--- config.mk ---
export PLATFORM = sky130hd
export DESIGN_NAME = qrs_energy_filter_chain_unit
export DESIGN_NICKNAME = d
export VERILOG_FILES = /design/src/sv/qef_pkg.sv /design/src/sv/qef_lowpass.sv /design/src/sv/qef_highpass.sv /design/src/sv/qef_energy.sv /design/src/sv/qrs_energy_filter_chain_unit.sv
export SDC_FILE = /design/constraint.sdc
export NUM_CORES = 2
export LEC_CHECK = 0
export BUFFER_PORTS_ARGS = -buffer_cell sky130_fd_sc_hd__buf_2
export CORE_ASPECT_RATIO = 1.5
export CORE_MARGIN = 8
export CORE_UTILIZATION = 70
export DETAILED_ROUTE_END_ITERATION = 7
export GPL_ROUTABILITY_DRIVEN = 0
export HOLD_SLACK_MARGIN = 0.05
export PLACE_DENSITY = 0.91
export SLEW_MARGIN = 10
export SYNTH_ARGS = -nofsm -noshare
export SYNTH_HDL_FRONTEND = slang
export SYNTH_SLANG_ARGS = --single-unit
--- constraint.sdc ---
create_clock -name clk -period 21.5 [get_ports clk]
set_clock_uncertainty 0.2 [all_clocks]
set_input_delay 4.3 -clock clk [delete_from_list [all_inputs] [get_ports clk]]
set_output_delay 4.3 -clock clk [all_outputs]
set_load 0.02 [all_outputs]
--- src/sv/qef_pkg.sv ---
`default_nettype none

package qef_pkg;

	// filter lengths
	localparam int LP_LEN    = 10;
	localparam int HP_LEN    = 25;
	localparam int SLOPE_LEN = 2;
	localparam int WIN_LEN   = 16;

	// payload widths and output limit
	localparam int X_W        = 16;
	localparam int ENERGY_W   = 15;
	localparam int ENERGY_MAX = 32000;

	// low-pass: recursion width, divisor and reciprocal for the divide
	localparam int LP_Y_W = X_W + $clog2(LP_LEN * LP_LEN) + 1;
	localparam int LP_DIV = (LP_LEN * LP_LEN) / 4;
	localparam int LP_K   = LP_Y_W + $clog2(LP_DIV);
	localparam logic [LP_K:0] LP_M =
		(LP_K + 1)'(((64'd1 << LP_K) + 64'(LP_DIV) - 64'd1) / 64'(LP_DIV));
	localparam int LP_O_W = X_W + 3;

	// high-pass: running sum width and reciprocal of the window length
	localparam int HP_SUM_W = LP_O_W + $clog2(HP_LEN);
	localparam int HP_K     = HP_SUM_W + $clog2(HP_LEN);
	localparam logic [HP_K:0] HP_M =
		(HP_K + 1)'(((64'd1 << HP_K) + 64'(HP_LEN) - 64'd1) / 64'(HP_LEN));
	localparam int HP_O_W   = LP_O_W + 1;

	// slope, magnitude and integration window
	localparam int SL_W      = HP_O_W + 1;
	localparam int ABS_W     = SL_W - 1;
	localparam int WIN_SUM_W = ABS_W + $clog2(WIN_LEN);
	localparam int WIN_K     = WIN_SUM_W + $clog2(WIN_LEN);
	localparam logic [WIN_K:0] WIN_M =
		(WIN_K + 1)'(((64'd1 << WIN_K) + 64'(WIN_LEN) - 64'd1) / 64'(WIN_LEN));

	// control that travels with each beat down the pipeline
	typedef struct packed {
		logic vld;
		logic restart;
	} qef_ctl_t;

endpackage

`default_nettype wire

--- src/sv/qef_lowpass.sv ---
`default_nettype none

module qef_lowpass (
	input  wire                                     clk,
	input  wire                                     arst_n,
	input  wire qef_pkg::qef_ctl_t                  in_ctl,
	input  wire logic signed [qef_pkg::X_W-1:0]     in_x,
	output logic                                    in_rdy,
	output qef_pkg::qef_ctl_t                       out_ctl,
	output logic signed [qef_pkg::LP_O_W-1:0]       out_y,
	input  wire                                     out_rdy
);

	// filter state
	logic signed [qef_pkg::X_W-1:0]    lp_hist_q [qef_pkg::LP_LEN];
	logic signed [qef_pkg::LP_Y_W-1:0] lp_prev1_q;
	logic signed [qef_pkg::LP_Y_W-1:0] lp_prev2_q;

	// pipeline registers
	qef_pkg::qef_ctl_t                  ctl_s2, ctl_s3, ctl_s4;
	logic signed [qef_pkg::LP_Y_W-1:0]  y_s2;
	logic [qef_pkg::LP_Y_W+qef_pkg::LP_K:0] prod_s3;
	logic                               neg_s3;
	logic signed [qef_pkg::LP_O_W-1:0]  y_s4;

	logic rdy_s2, rdy_s3, rdy_s4, fire;
	logic signed [qef_pkg::LP_Y_W-1:0] p1_eff, p2_eff, half_eff, old_eff, y_next;
	logic [qef_pkg::LP_Y_W-1:0]        y_mag;
	logic [qef_pkg::LP_O_W-1:0]        q_mag;

	// ready ripples back from the output
	assign rdy_s4 = !ctl_s4.vld || out_rdy;
	assign rdy_s3 = !ctl_s3.vld || rdy_s4;
	assign rdy_s2 = !ctl_s2.vld || rdy_s3;
	assign in_rdy = rdy_s2;
	assign fire   = in_ctl.vld && rdy_s2;

	// double-integrator recursion, restart sees cleared state
	always_comb begin
		p1_eff   = in_ctl.restart ? '0 : lp_prev1_q;
		p2_eff   = in_ctl.restart ? '0 : lp_prev2_q;
		half_eff = in_ctl.restart ? '0 :
			qef_pkg::LP_Y_W'(lp_hist_q[qef_pkg::LP_LEN/2 - 1]);
		old_eff  = in_ctl.restart ? '0 :
			qef_pkg::LP_Y_W'(lp_hist_q[qef_pkg::LP_LEN - 1]);
		y_next   = (p1_eff <<< 1) - p2_eff + qef_pkg::LP_Y_W'(in_x)
			- (half_eff <<< 1) + old_eff;
	end

	// state update, history is a shift line (tap 0 is the newest)
	always_ff @(posedge clk or negedge arst_n) begin
		if (!arst_n) begin
			for (int i = 0; i < qef_pkg::LP_LEN; i++) lp_hist_q[i] <= '0;
			lp_prev1_q <= '0;
			lp_prev2_q <= '0;
		end else if (fire) begin
			lp_hist_q[0] <= in_x;
			for (int i = 1; i < qef_pkg::LP_LEN; i++)
				lp_hist_q[i] <= in_ctl.restart ? '0 : lp_hist_q[i-1];
			lp_prev1_q <= y_next;
			lp_prev2_q <= p1_eff;
		end
	end

	// truncating divide by reciprocal multiply on the magnitude
	assign y_mag = y_s2[qef_pkg::LP_Y_W-1] ? $unsigned(-y_s2) : $unsigned(y_s2);
	assign q_mag = prod_s3[qef_pkg::LP_K +: qef_pkg::LP_O_W];

	always_ff @(posedge clk or negedge arst_n) begin
		if (!arst_n) begin
			ctl_s2 <= '0;
			ctl_s3 <= '0;
			ctl_s4 <= '0;
		end else begin
			if (rdy_s2) ctl_s2 <= in_ctl;
			if (rdy_s3) ctl_s3 <= ctl_s2;
			if (rdy_s4) ctl_s4 <= ctl_s3;
		end
	end

	always_ff @(posedge clk) begin
		if (fire) y_s2 <= y_next;
		if (rdy_s3 && ctl_s2.vld) begin
			prod_s3 <= y_mag * qef_pkg::LP_M;
			neg_s3  <= y_s2[qef_pkg::LP_Y_W-1];
		end
		if (rdy_s4 && ctl_s3.vld)
			y_s4 <= neg_s3 ? -$signed(q_mag) : $signed(q_mag);
	end

	assign out_ctl = ctl_s4;
	assign out_y   = y_s4;

endmodule

`default_nettype wire

--- src/sv/qef_highpass.sv ---
`default_nettype none

module qef_highpass (
	input  wire                                     clk,
	input  wire                                     arst_n,
	input  wire qef_pkg::qef_ctl_t                  in_ctl,
	input  wire logic signed [qef_pkg::LP_O_W-1:0]  in_x,
	output logic                                    in_rdy,
	output qef_pkg::qef_ctl_t                       out_ctl,
	output logic signed [qef_pkg::HP_O_W-1:0]       out_z,
	input  wire                                     out_rdy
);

	// filter state
	logic signed [qef_pkg::LP_O_W-1:0]   hp_hist_q [qef_pkg::HP_LEN];
	logic signed [qef_pkg::HP_SUM_W-1:0] hp_sum_q;

	// pipeline registers
	qef_pkg::qef_ctl_t                    ctl_s5, ctl_s6, ctl_s7;
	logic signed [qef_pkg::HP_SUM_W-1:0]  sum_s5;
	logic signed [qef_pkg::LP_O_W-1:0]    mid_s5, mid_s6;
	logic [qef_pkg::HP_SUM_W+qef_pkg::HP_K:0] prod_s6;
	logic                                 neg_s6;
	logic signed [qef_pkg::HP_O_W-1:0]    z_s7;

	logic rdy_s5, rdy_s6, rdy_s7, fire;
	logic signed [qef_pkg::HP_SUM_W-1:0] sum_eff, old_eff, sum_next;
	logic signed [qef_pkg::LP_O_W-1:0]   mid_eff;
	logic [qef_pkg::HP_SUM_W-1:0]        sum_mag;
	logic [qef_pkg::LP_O_W-1:0]          q_mag;
	logic signed [qef_pkg::HP_O_W-1:0]   mid_ext, q_ext;

	assign rdy_s7 = !ctl_s7.vld || out_rdy;
	assign rdy_s6 = !ctl_s6.vld || rdy_s7;
	assign rdy_s5 = !ctl_s5.vld || rdy_s6;
	assign in_rdy = rdy_s5;
	assign fire   = in_ctl.vld && rdy_s5;

	// running sum over the window and the center tap
	always_comb begin
		sum_eff  = in_ctl.restart ? '0 : hp_sum_q;
		old_eff  = in_ctl.restart ? '0 :
			qef_pkg::HP_SUM_W'(hp_hist_q[qef_pkg::HP_LEN - 1]);
		mid_eff  = in_ctl.restart ? '0 : hp_hist_q[qef_pkg::HP_LEN/2 - 1];
		sum_next = sum_eff + qef_pkg::HP_SUM_W'(in_x) - old_eff;
	end

	always_ff @(posedge clk or negedge arst_n) begin
		if (!arst_n) begin
			for (int i = 0; i < qef_pkg::HP_LEN; i++) hp_hist_q[i] <= '0;
			hp_sum_q <= '0;
		end else if (fire) begin
			hp_hist_q[0] <= in_x;
			for (int i = 1; i < qef_pkg::HP_LEN; i++)
				hp_hist_q[i] <= in_ctl.restart ? '0 : hp_hist_q[i-1];
			hp_sum_q <= sum_next;
		end
	end

	// mean by reciprocal multiply, then subtract from the center tap
	assign sum_mag = sum_s5[qef_pkg::HP_SUM_W-1] ? $unsigned(-sum_s5) : $unsigned(sum_s5);
	assign q_mag   = prod_s6[qef_pkg::HP_K +: qef_pkg::LP_O_W];
	assign mid_ext = qef_pkg::HP_O_W'(mid_s6);
	assign q_ext   = $signed({1'b0, q_mag});

	always_ff @(posedge clk or negedge arst_n) begin
		if (!arst_n) begin
			ctl_s5 <= '0;
			ctl_s6 <= '0;
			ctl_s7 <= '0;
		end else begin
			if (rdy_s5) ctl_s5 <= in_ctl;
			if (rdy_s6) ctl_s6 <= ctl_s5;
			if (rdy_s7) ctl_s7 <= ctl_s6;
		end
	end

	always_ff @(posedge clk) begin
		if (fire) begin
			sum_s5 <= sum_next;
			mid_s5 <= mid_eff;
		end
		if (rdy_s6 && ctl_s5.vld) begin
			prod_s6 <= sum_mag * qef_pkg::HP_M;
			neg_s6  <= sum_s5[qef_pkg::HP_SUM_W-1];
			mid_s6  <= mid_s5;
		end
		if (rdy_s7 && ctl_s6.vld)
			z_s7 <= neg_s6 ? (mid_ext + q_ext) : (mid_ext - q_ext);
	end

	assign out_ctl = ctl_s7;
	assign out_z   = z_s7;

endmodule

`default_nettype wire

--- src/sv/qef_energy.sv ---
`default_nettype none

module qef_energy (
	input  wire                                     clk,
	input  wire                                     arst_n,
	input  wire qef_pkg::qef_ctl_t                  in_ctl,
	input  wire logic signed [qef_pkg::HP_O_W-1:0]  in_x,
	output logic                                    in_rdy,
	output logic                                    out_vld,
	output logic [qef_pkg::ENERGY_W-1:0]            out_energy,
	input  wire                                     out_rdy
);

	// slope and window state
	logic signed [qef_pkg::HP_O_W-1:0] sl_hist_q [qef_pkg::SLOPE_LEN];
	logic [qef_pkg::ABS_W-1:0]         win_hist_q [qef_pkg::WIN_LEN];
	logic [qef_pkg::WIN_SUM_W-1:0]     win_sum_q;

	// pipeline registers
	qef_pkg::qef_ctl_t                ctl_s8, ctl_s9, ctl_s10, ctl_s11;
	logic [qef_pkg::ABS_W-1:0]        abs_s8;
	logic [qef_pkg::WIN_SUM_W-1:0]    wsum_s9;
	logic [qef_pkg::WIN_SUM_W+qef_pkg::WIN_K:0] prod_s10;
	logic [qef_pkg::ENERGY_W-1:0]     energy_s11;

	logic rdy_s8, rdy_s9, rdy_s10, rdy_s11, fire, fire_s9;
	logic signed [qef_pkg::SL_W-1:0]  sl_old, slope;
	logic [qef_pkg::ABS_W-1:0]        slope_abs;
	logic [qef_pkg::WIN_SUM_W-1:0]    wsum_eff, wold_eff, wsum_next, avg;

	assign rdy_s11 = !ctl_s11.vld || out_rdy;
	assign rdy_s10 = !ctl_s10.vld || rdy_s11;
	assign rdy_s9  = !ctl_s9.vld || rdy_s10;
	assign rdy_s8  = !ctl_s8.vld || rdy_s9;
	assign in_rdy  = rdy_s8;
	assign fire    = in_ctl.vld && rdy_s8;
	assign fire_s9 = ctl_s8.vld && rdy_s9;

	// slope against the delayed sample, then magnitude
	always_comb begin
		sl_old    = in_ctl.restart ? '0 :
			qef_pkg::SL_W'(sl_hist_q[qef_pkg::SLOPE_LEN - 1]);
		slope     = qef_pkg::SL_W'(in_x) - sl_old;
		slope_abs = slope[qef_pkg::SL_W-1] ? qef_pkg::ABS_W'(-slope)
			: qef_pkg::ABS_W'(slope);
	end

	// moving window sum, never negative
	always_comb begin
		wsum_eff  = ctl_s8.restart ? '0 : win_sum_q;
		wold_eff  = ctl_s8.restart ? '0 :
			qef_pkg::WIN_SUM_W'(win_hist_q[qef_pkg::WIN_LEN - 1]);
		wsum_next = wsum_eff + qef_pkg::WIN_SUM_W'(abs_s8) - wold_eff;
	end

	always_ff @(posedge clk or negedge arst_n) begin
		if (!arst_n) begin
			for (int i = 0; i < qef_pkg::SLOPE_LEN; i++) sl_hist_q[i] <= '0;
			for (int i = 0; i < qef_pkg::WIN_LEN; i++) win_hist_q[i] <= '0;
			win_sum_q <= '0;
		end else begin
			if (fire) begin
				sl_hist_q[0] <= in_x;
				for (int i = 1; i < qef_pkg::SLOPE_LEN; i++)
					sl_hist_q[i] <= in_ctl.restart ? '0 : sl_hist_q[i-1];
			end
			if (fire_s9) begin
				win_hist_q[0] <= abs_s8;
				for (int i = 1; i < qef_pkg::WIN_LEN; i++)
					win_hist_q[i] <= ctl_s8.restart ? '0 : win_hist_q[i-1];
				win_sum_q <= wsum_next;
			end
		end
	end

	// average by reciprocal multiply and clamp
	assign avg = prod_s10[qef_pkg::WIN_K +: qef_pkg::WIN_SUM_W];

	always_ff @(posedge clk or negedge arst_n) begin
		if (!arst_n) begin
			ctl_s8  <= '0;
			ctl_s9  <= '0;
			ctl_s10 <= '0;
			ctl_s11 <= '0;
		end else begin
			if (rdy_s8)  ctl_s8  <= in_ctl;
			if (rdy_s9)  ctl_s9  <= ctl_s8;
			if (rdy_s10) ctl_s10 <= ctl_s9;
			if (rdy_s11) ctl_s11 <= ctl_s10;
		end
	end

	always_ff @(posedge clk) begin
		if (fire) abs_s8 <= slope_abs;
		if (fire_s9) wsum_s9 <= wsum_next;
		if (rdy_s10 && ctl_s9.vld) prod_s10 <= wsum_s9 * qef_pkg::WIN_M;
		if (rdy_s11 && ctl_s10.vld) begin
			if (avg > qef_pkg::WIN_SUM_W'(qef_pkg::ENERGY_MAX))
				energy_s11 <= qef_pkg::ENERGY_W'(qef_pkg::ENERGY_MAX);
			else
				energy_s11 <= avg[qef_pkg::ENERGY_W-1:0];
		end
	end

	assign out_vld    = ctl_s11.vld;
	assign out_energy = energy_s11;

endmodule

`default_nettype wire

--- src/sv/qrs_energy_filter_chain_unit.sv ---
`default_nettype none

// QRS energy filter chain: one signed 16-bit ECG sample in, one energy value
// (0 to 32000) out per beat, through low-pass, high-pass, slope, magnitude and
// moving-window integration. The block is an eleven-register pipeline, and a
// new sample is taken every cycle while the output is drained; each filter's
// recursion closes within one register stage, which is what holds the rate at
// one beat per cycle. A sample with restart set clears all filter history
// before it is filtered and still gives one result. Backpressure on the output
// fills the pipeline bubbles first and then stalls the input.
module qrs_energy_filter_chain_unit (
	input  wire                                   clk,
	input  wire                                   arst_n,
	input  wire                                   in_valid,
	output logic                                  in_ready,
	input  wire logic signed [qef_pkg::X_W-1:0]   sample,
	input  wire                                   restart,
	output logic                                  out_valid,
	input  wire                                   out_ready,
	output logic [qef_pkg::ENERGY_W-1:0]          energy
);

	qef_pkg::qef_ctl_t                  ctl_s1, lp_ctl, hp_ctl;
	logic signed [qef_pkg::X_W-1:0]     sample_s1;
	logic signed [qef_pkg::LP_O_W-1:0]  lp_y;
	logic signed [qef_pkg::HP_O_W-1:0]  hp_z;
	logic                               lp_in_rdy, hp_in_rdy, en_in_rdy;

	// input register
	assign in_ready = !ctl_s1.vld || lp_in_rdy;

	always_ff @(posedge clk or negedge arst_n) begin
		if (!arst_n) begin
			ctl_s1 <= '0;
		end else if (in_ready) begin
			ctl_s1.vld     <= in_valid;
			ctl_s1.restart <= restart;
		end
	end

	always_ff @(posedge clk) begin
		if (in_valid && in_ready) sample_s1 <= sample;
	end

	// filter stages
	qef_lowpass u_lowpass (
		.clk     (clk),
		.arst_n  (arst_n),
		.in_ctl  (ctl_s1),
		.in_x    (sample_s1),
		.in_rdy  (lp_in_rdy),
		.out_ctl (lp_ctl),
		.out_y   (lp_y),
		.out_rdy (hp_in_rdy)
	);

	qef_highpass u_highpass (
		.clk     (clk),
		.arst_n  (arst_n),
		.in_ctl  (lp_ctl),
		.in_x    (lp_y),
		.in_rdy  (hp_in_rdy),
		.out_ctl (hp_ctl),
		.out_z   (hp_z),
		.out_rdy (en_in_rdy)
	);

	qef_energy u_energy (
		.clk        (clk),
		.arst_n     (arst_n),
		.in_ctl     (hp_ctl),
		.in_x       (hp_z),
		.in_rdy     (en_in_rdy),
		.out_vld    (out_valid),
		.out_energy (energy),
		.out_rdy    (out_ready)
	);

`ifndef SYNTHESIS
	// result is always within the clamp
	a_energy_range: assert property (@(posedge clk) disable iff (!arst_n)
		out_valid |-> energy <= qef_pkg::ENERGY_W'(qef_pkg::ENERGY_MAX))
		else $error("energy above clamp");

	// a free output leaves the whole pipeline open to input
	a_free_flow: assert property (@(posedge clk) disable iff (!arst_n)
		(!out_valid || out_ready) |-> in_ready)
		else $error("input blocked while output drains");

	// a held input-stage beat keeps its sample
	a_s1_hold: assert property (@(posedge clk) disable iff (!arst_n)
		(ctl_s1.vld && !lp_in_rdy) |=> (ctl_s1.vld && $stable(sample_s1)))
		else $error("input stage beat lost under stall");
`endif

endmodule

`default_nettype wire

Word level (Yosys, flattened, before mapping):

Index checks and enable logic that the tools add are counted.

* register bits: 1432
* bits of input ports: 21
* output and inout port bits: 17
* word-level logic and storage cells: 205

* $add $sub $neg: 15
* multiply operators: 2
* $lt $le $gt $ge: 1
* multiplexer cells: 63
* reduce and logical (&&, ||, !) cells: 33

Operators by type and width (number)
* $mux 19: 25
* $mux 20: 19
* $mux 24: 8
* $mux 16: 9
* $mul 24x25->48 const B: 2
* $sub 24x24->24: 4
* $neg 24->24: 2
* $add 24x16->24: 1
* $add 24x19->24: 1
* $add 24x20->24: 1
* $add 24x24->24: 1
* $mux 23: 1
* $mux 21: 1
* $sub 20x21->21: 1
* $add 19x20->20: 1
* $gt 20x15->1 const B: 1
* $neg 20->20: 1
* $sub 19x20->20: 1
* $neg 19->19: 1
* $logic_and 1x1->1: 11
* $logic_not 1->1: 11
* $logic_or 1x1->1: 11

Depth between registers and ports, before layout:

* depth after elaboration: 13
* gate-level depth with buffers: 34
* depth with buffers taken out: 34

Modules after synthesis:

From an unflattened synthesis, not the netlist that was laid out.

* cell total of the unflattened synthesis: 8105
* area total of the unflattened synthesis: 82467.8 um2

Modules (own cells, without submodules)
* qef_highpass: times used 1, cells an instance 3643, area an instance 36606.4 um2, sequential area each 15700.1 um2
* qef_lowpass: times used 1, cells an instance 2236, area an instance 23447.5 um2, sequential area each 7247.0 um2
* qef_energy: times used 1, cells an instance 2204, area an instance 21839.7 um2, sequential area each 11986.5 um2
* qrs_energy_filter_chain_unit: times used 1, cells an instance 22, area an instance 574.3 um2, sequential area each 530.5 um2

Least setup slack after synthesis:

No wires, ideal clock.

* kind: input port to output port
* start point: input port out_ready
* end point: output port in_ready
* arrival: 5.640 ns
* required time: 17.000 ns
* path slack: 11.360 ns
* stages on the path: 6
* path buffers: 0
* cells stage by stage: nor2b_1 > nand4_1 > nor2_1 > and3_1 > and3_1 > nand3_1

* longest elaborated chain between the ends: 11

Ends and longest elaborated chain
* start: declaration: RTL line qrs_energy_filter_chain_unit.sv:19 `input wire out_ready,`
* $logic_or 1x1->1: RTL line qef_energy.sv:31 `assign rdy_s11 = !ctl_s11.vld || out_rdy;`
* $logic_or 1x1->1: RTL line qef_energy.sv:32 `assign rdy_s10 = !ctl_s10.vld || rdy_s11;`
* $logic_or 1x1->1: RTL line qef_energy.sv:33 `assign rdy_s9 = !ctl_s9.vld || rdy_s10;`
* $logic_or 1x1->1: RTL line qef_energy.sv:34 `assign rdy_s8 = !ctl_s8.vld || rdy_s9;`
* $logic_or 1x1->1: RTL line qef_highpass.sv:33 `assign rdy_s7 = !ctl_s7.vld || out_rdy;`
* $logic_or 1x1->1: RTL line qef_highpass.sv:34 `assign rdy_s6 = !ctl_s6.vld || rdy_s7;`
* $logic_or 1x1->1: RTL line qef_highpass.sv:35 `assign rdy_s5 = !ctl_s5.vld || rdy_s6;`
* $logic_or 1x1->1: RTL line qef_lowpass.sv:32 `assign rdy_s4 = !ctl_s4.vld || out_rdy;`
* $logic_or 1x1->1: RTL line qef_lowpass.sv:33 `assign rdy_s3 = !ctl_s3.vld || rdy_s4;`
* $logic_or 1x1->1: RTL line qef_lowpass.sv:34 `assign rdy_s2 = !ctl_s2.vld || rdy_s3;`
* $logic_or 1x1->1: RTL line qrs_energy_filter_chain_unit.sv:30 `assign in_ready = !ctl_s1.vld || lp_in_rdy;`
* end: declaration: RTL line qrs_energy_filter_chain_unit.sv:15 `output logic in_ready,`

Every way passes these cells.

Worst setup path in the final report:

Ends and elaborated chain as after synthesis.

==> metrics.cfg <==
[job]
maxCapViolations=0

[clocking]
cts.sinks=1366
cts_max_path_buffers=3
cts_buffers=121
cts_tree=yes
clk_pin_slew_ns=0.07
clk_latency_ns=0.76
cts-htree-levels=3
cts_resized=0
cts_root_buf=clkbuf_16
post-cts-setup-buffer-count=0
hold_buffers=0

[grt]
gr-total-overflow=0
grt_max_degree=326
grt_pass1_wl_um=303000
grt_use_total_pct=30.0
antenna_found_initial=10
grt_pass1_vias=60125

[yosys]
ys.flop_type=dfrtp_1
yosysMostFrequentCell=nand2_1
synthTopCellsByArea=dfrtp_1 (35%), fa_1 (13%), edfxtp_1 (9.6%)
synth_area_mm2=0.0805
async_reset_ff_share_pct=81.3
ys_ff_latch=1366
netlist_top_cells_count=nand2_1 (1637), dfrtp_1 (1110), o21ai_0 (1029)
synth_cell_type_count=74
synth_top_area_share_pct=34.5
yosysSeqAreaShare_pct=44.1
yosysWarnings=0
synth_edf_count=256
synth_nets=9139
netlist_instances=7994
avgSynthCellArea_um2=10.1
synth_top_cell_by_area=dfrtp_1

[outcome]
status=finished, final reports clean

[critical_path]
critical_path.startpoint=out_ready
end_kind=primary output
crit_chain=buf_2 > nor2b_1 > nand4_1 > nor2_1 > and3_1 > and3_1 > nand3_1 > buf_2
crit_path_max_incr_delay_ns=0.43
crit_required_ns=17.00
r2r_start=u_highpass.sum_s5[0]
cp.depth=8
r2r_end=u_highpass.prod_s6[36]
r2r_slack_ns=11.20
timing.critical_path.buf_inv=2
crit_arrival_ns=6.81
cp_max_fo=6
slowest_stage=nor2_1
r2r_cells=33
critPathTopFamily=simple AND/OR/NAND/NOR gates
startpoint_type=input pin
cp-endpoint=in_ready
worstSetupPathType=input pin to primary output

[timing]
hold_viol_final=0
finalSetupViolCount=0
worst_hold_slack_ns=0.212
rsz0062_at_grt=false
slew_headroom_pct=11.1
fin_crit_ns=11.31
fmax_ghz=0.0884
drv_slew=0
fin_setup_tns_ns=0
min_period_over_period_pct=52.6
worst_slew_pin_slew_ns=1.32

[routing]
vias=56310
drtAntennaViolNets=0
drt_iter0_drc=4568
drc_errors=0
viasPerCell=5.93
routed_wl_um=188000
drt_pass1_iterations=6
wl_per_cell_um=19.8

[hold_path]
holdCritPathClass=register to register

[die]
initial_core_util_pct=70.4
io_pins=38
rows=152
die_area_mm2=0.126
die_w_um=293
die_y_um=431
coreArea_mm2=0.114

[placed_design]
place_hpwl_um=126000
io_buffer_count=37

[layout]
layout.nets=8986
fin_util_pct=75.3
layout-drive-gt1-share_pct=5.49
syn2layout_area_growth_pct=6.86

==> placed cells by master (no fill, tap or decap), types with 27 or more instances in the layout <==
cell type | synthesis | layout
a21o_1 | 39 | 39
a21oi_1 | 100 | 100
buf_2 | 1 | 36
buf_4 | 0 | 39
clkbuf_16 | 0 | 128
dfrtp_1 | 1110 | 1108
edfxtp_1 | 256 | 256
fa_1 | 512 | 512
ha_1 | 612 | 612
inv_1 | 800 | 800
mux2_2 | 102 | 102
nand2_1 | 1637 | 1633
nand2b_1 | 559 | 559
nand3_1 | 40 | 40
nor2_1 | 136 | 136
nor2b_1 | 124 | 123
nor3_1 | 44 | 44
o21a_1 | 31 | 31
o21ai_0 | 1029 | 1029
or3_1 | 27 | 27
xnor2_1 | 159 | 158
xor2_1 | 78 | 78
==> kinds of logic (layout without fill, tap and decap cells) <==
kind of cell / count (synthesis) / count (layout) / share of synthesized area, %
and+or+nand+nor: 2666 / 2666 / 15.2
DFF: 1366 / 1366 / 44.1
AOI/OAI and AO/OA: 1334 / 1334 / 9.03
buffers and inverters: 1162 / 1115 / 5.42
adders and majority gates: 1124 / 1124 / 22.2
xor gates and xnor gates: 239 / 239 / 2.62
muxes: 103 / 103 / 1.44
other: 0 / 3 / 0
==> worst reg2reg max path: cells and delay by family, from the launching register on <==
family | cells | cell delay, ns
adders and majority gates | 9 | 3.65
AOI/OAI and AO/OA | 9 | 2.40
and+or+nand+nor | 7 | 2.01
buffers and inverters | 6 | 0.66
DFF | 1 | 0.58
xor gates and xnor gates | 2 | 0.55
==> routing by layer <==
| layer | vias up | GRT usage [%] | part of all wire [%] |
|---|---|---|---|
| li1 | 25447 | - | - |
| met2 | 2285 | 52.8 | 51 |
| met4 | 10 | 23.8 | 9.3 |
| met5 | - | 0 | 0.036 |
| met1 | 27603 | 31.1 | 34 |
| met3 | 965 | 5.78 | 5.8 |
==> sequential cells by signal, indices dropped and copies added (netlist names), 40 cells and up <==
signal / count
u_energy.sl_hist_q: 40
u_energy.win_hist_q: 320
u_highpass.hp_hist_q: 475
u_lowpass.lp_hist_q: 160
==> worst min path at each step <==
stage	start	endpoint	slack [ns]	cells after the start
2_1_floorplan	u_energy.wsum_s9[4]	u_energy.prod_s10[28]	0.20	0
3_3_place_gp	u_energy.wsum_s9[9]	u_energy.prod_s10[33]	0.20	0
3_5_place_dp	u_energy.wsum_s9[19]	u_energy.prod_s10[43]	0.20	0
4_1_cts	u_highpass.mid_s5[16]	u_highpass.mid_s6[16]	0.22	0
5_1_grt	u_energy.wsum_s9[18]	u_energy.prod_s10[42]	0.23	0
6_report	u_highpass.mid_s5[6]	u_highpass.mid_s6[6]	0.21	0
==> area by class of cell <==
| cell class | count | area [µm²] |
|---|---|---|
| Multi-Input combinational cell | 5466 | 40700 |
| Sequential cell | 1366 | 35500 |
| Fill cell | 6550 | 28300 |
| Clock buffer | 171 | 3600 |
| Inverter | 804 | 3030 |
| Tap cell | 1540 | 1930 |
| Clock inverter | 58 | 668 |
| Timing Repair Buffer | 82 | 608 |
| Antenna cell | 3 | 7.51 |
==> stage by stage <==
stage,std cells,area (µm²),setup WS [ns]
global placement,9258,81700,10.55
CTS,9487,86000,10.36
finish,9490,86000,10.19
detailed placement,9258,81700,10.40
global route,9487,86000,10.08
floorplan,7994,80500,11.36
Power is left out: the tool's default activity adds up to more than one toggle a clock period on the data nets, which glitch-free logic cannot reach.
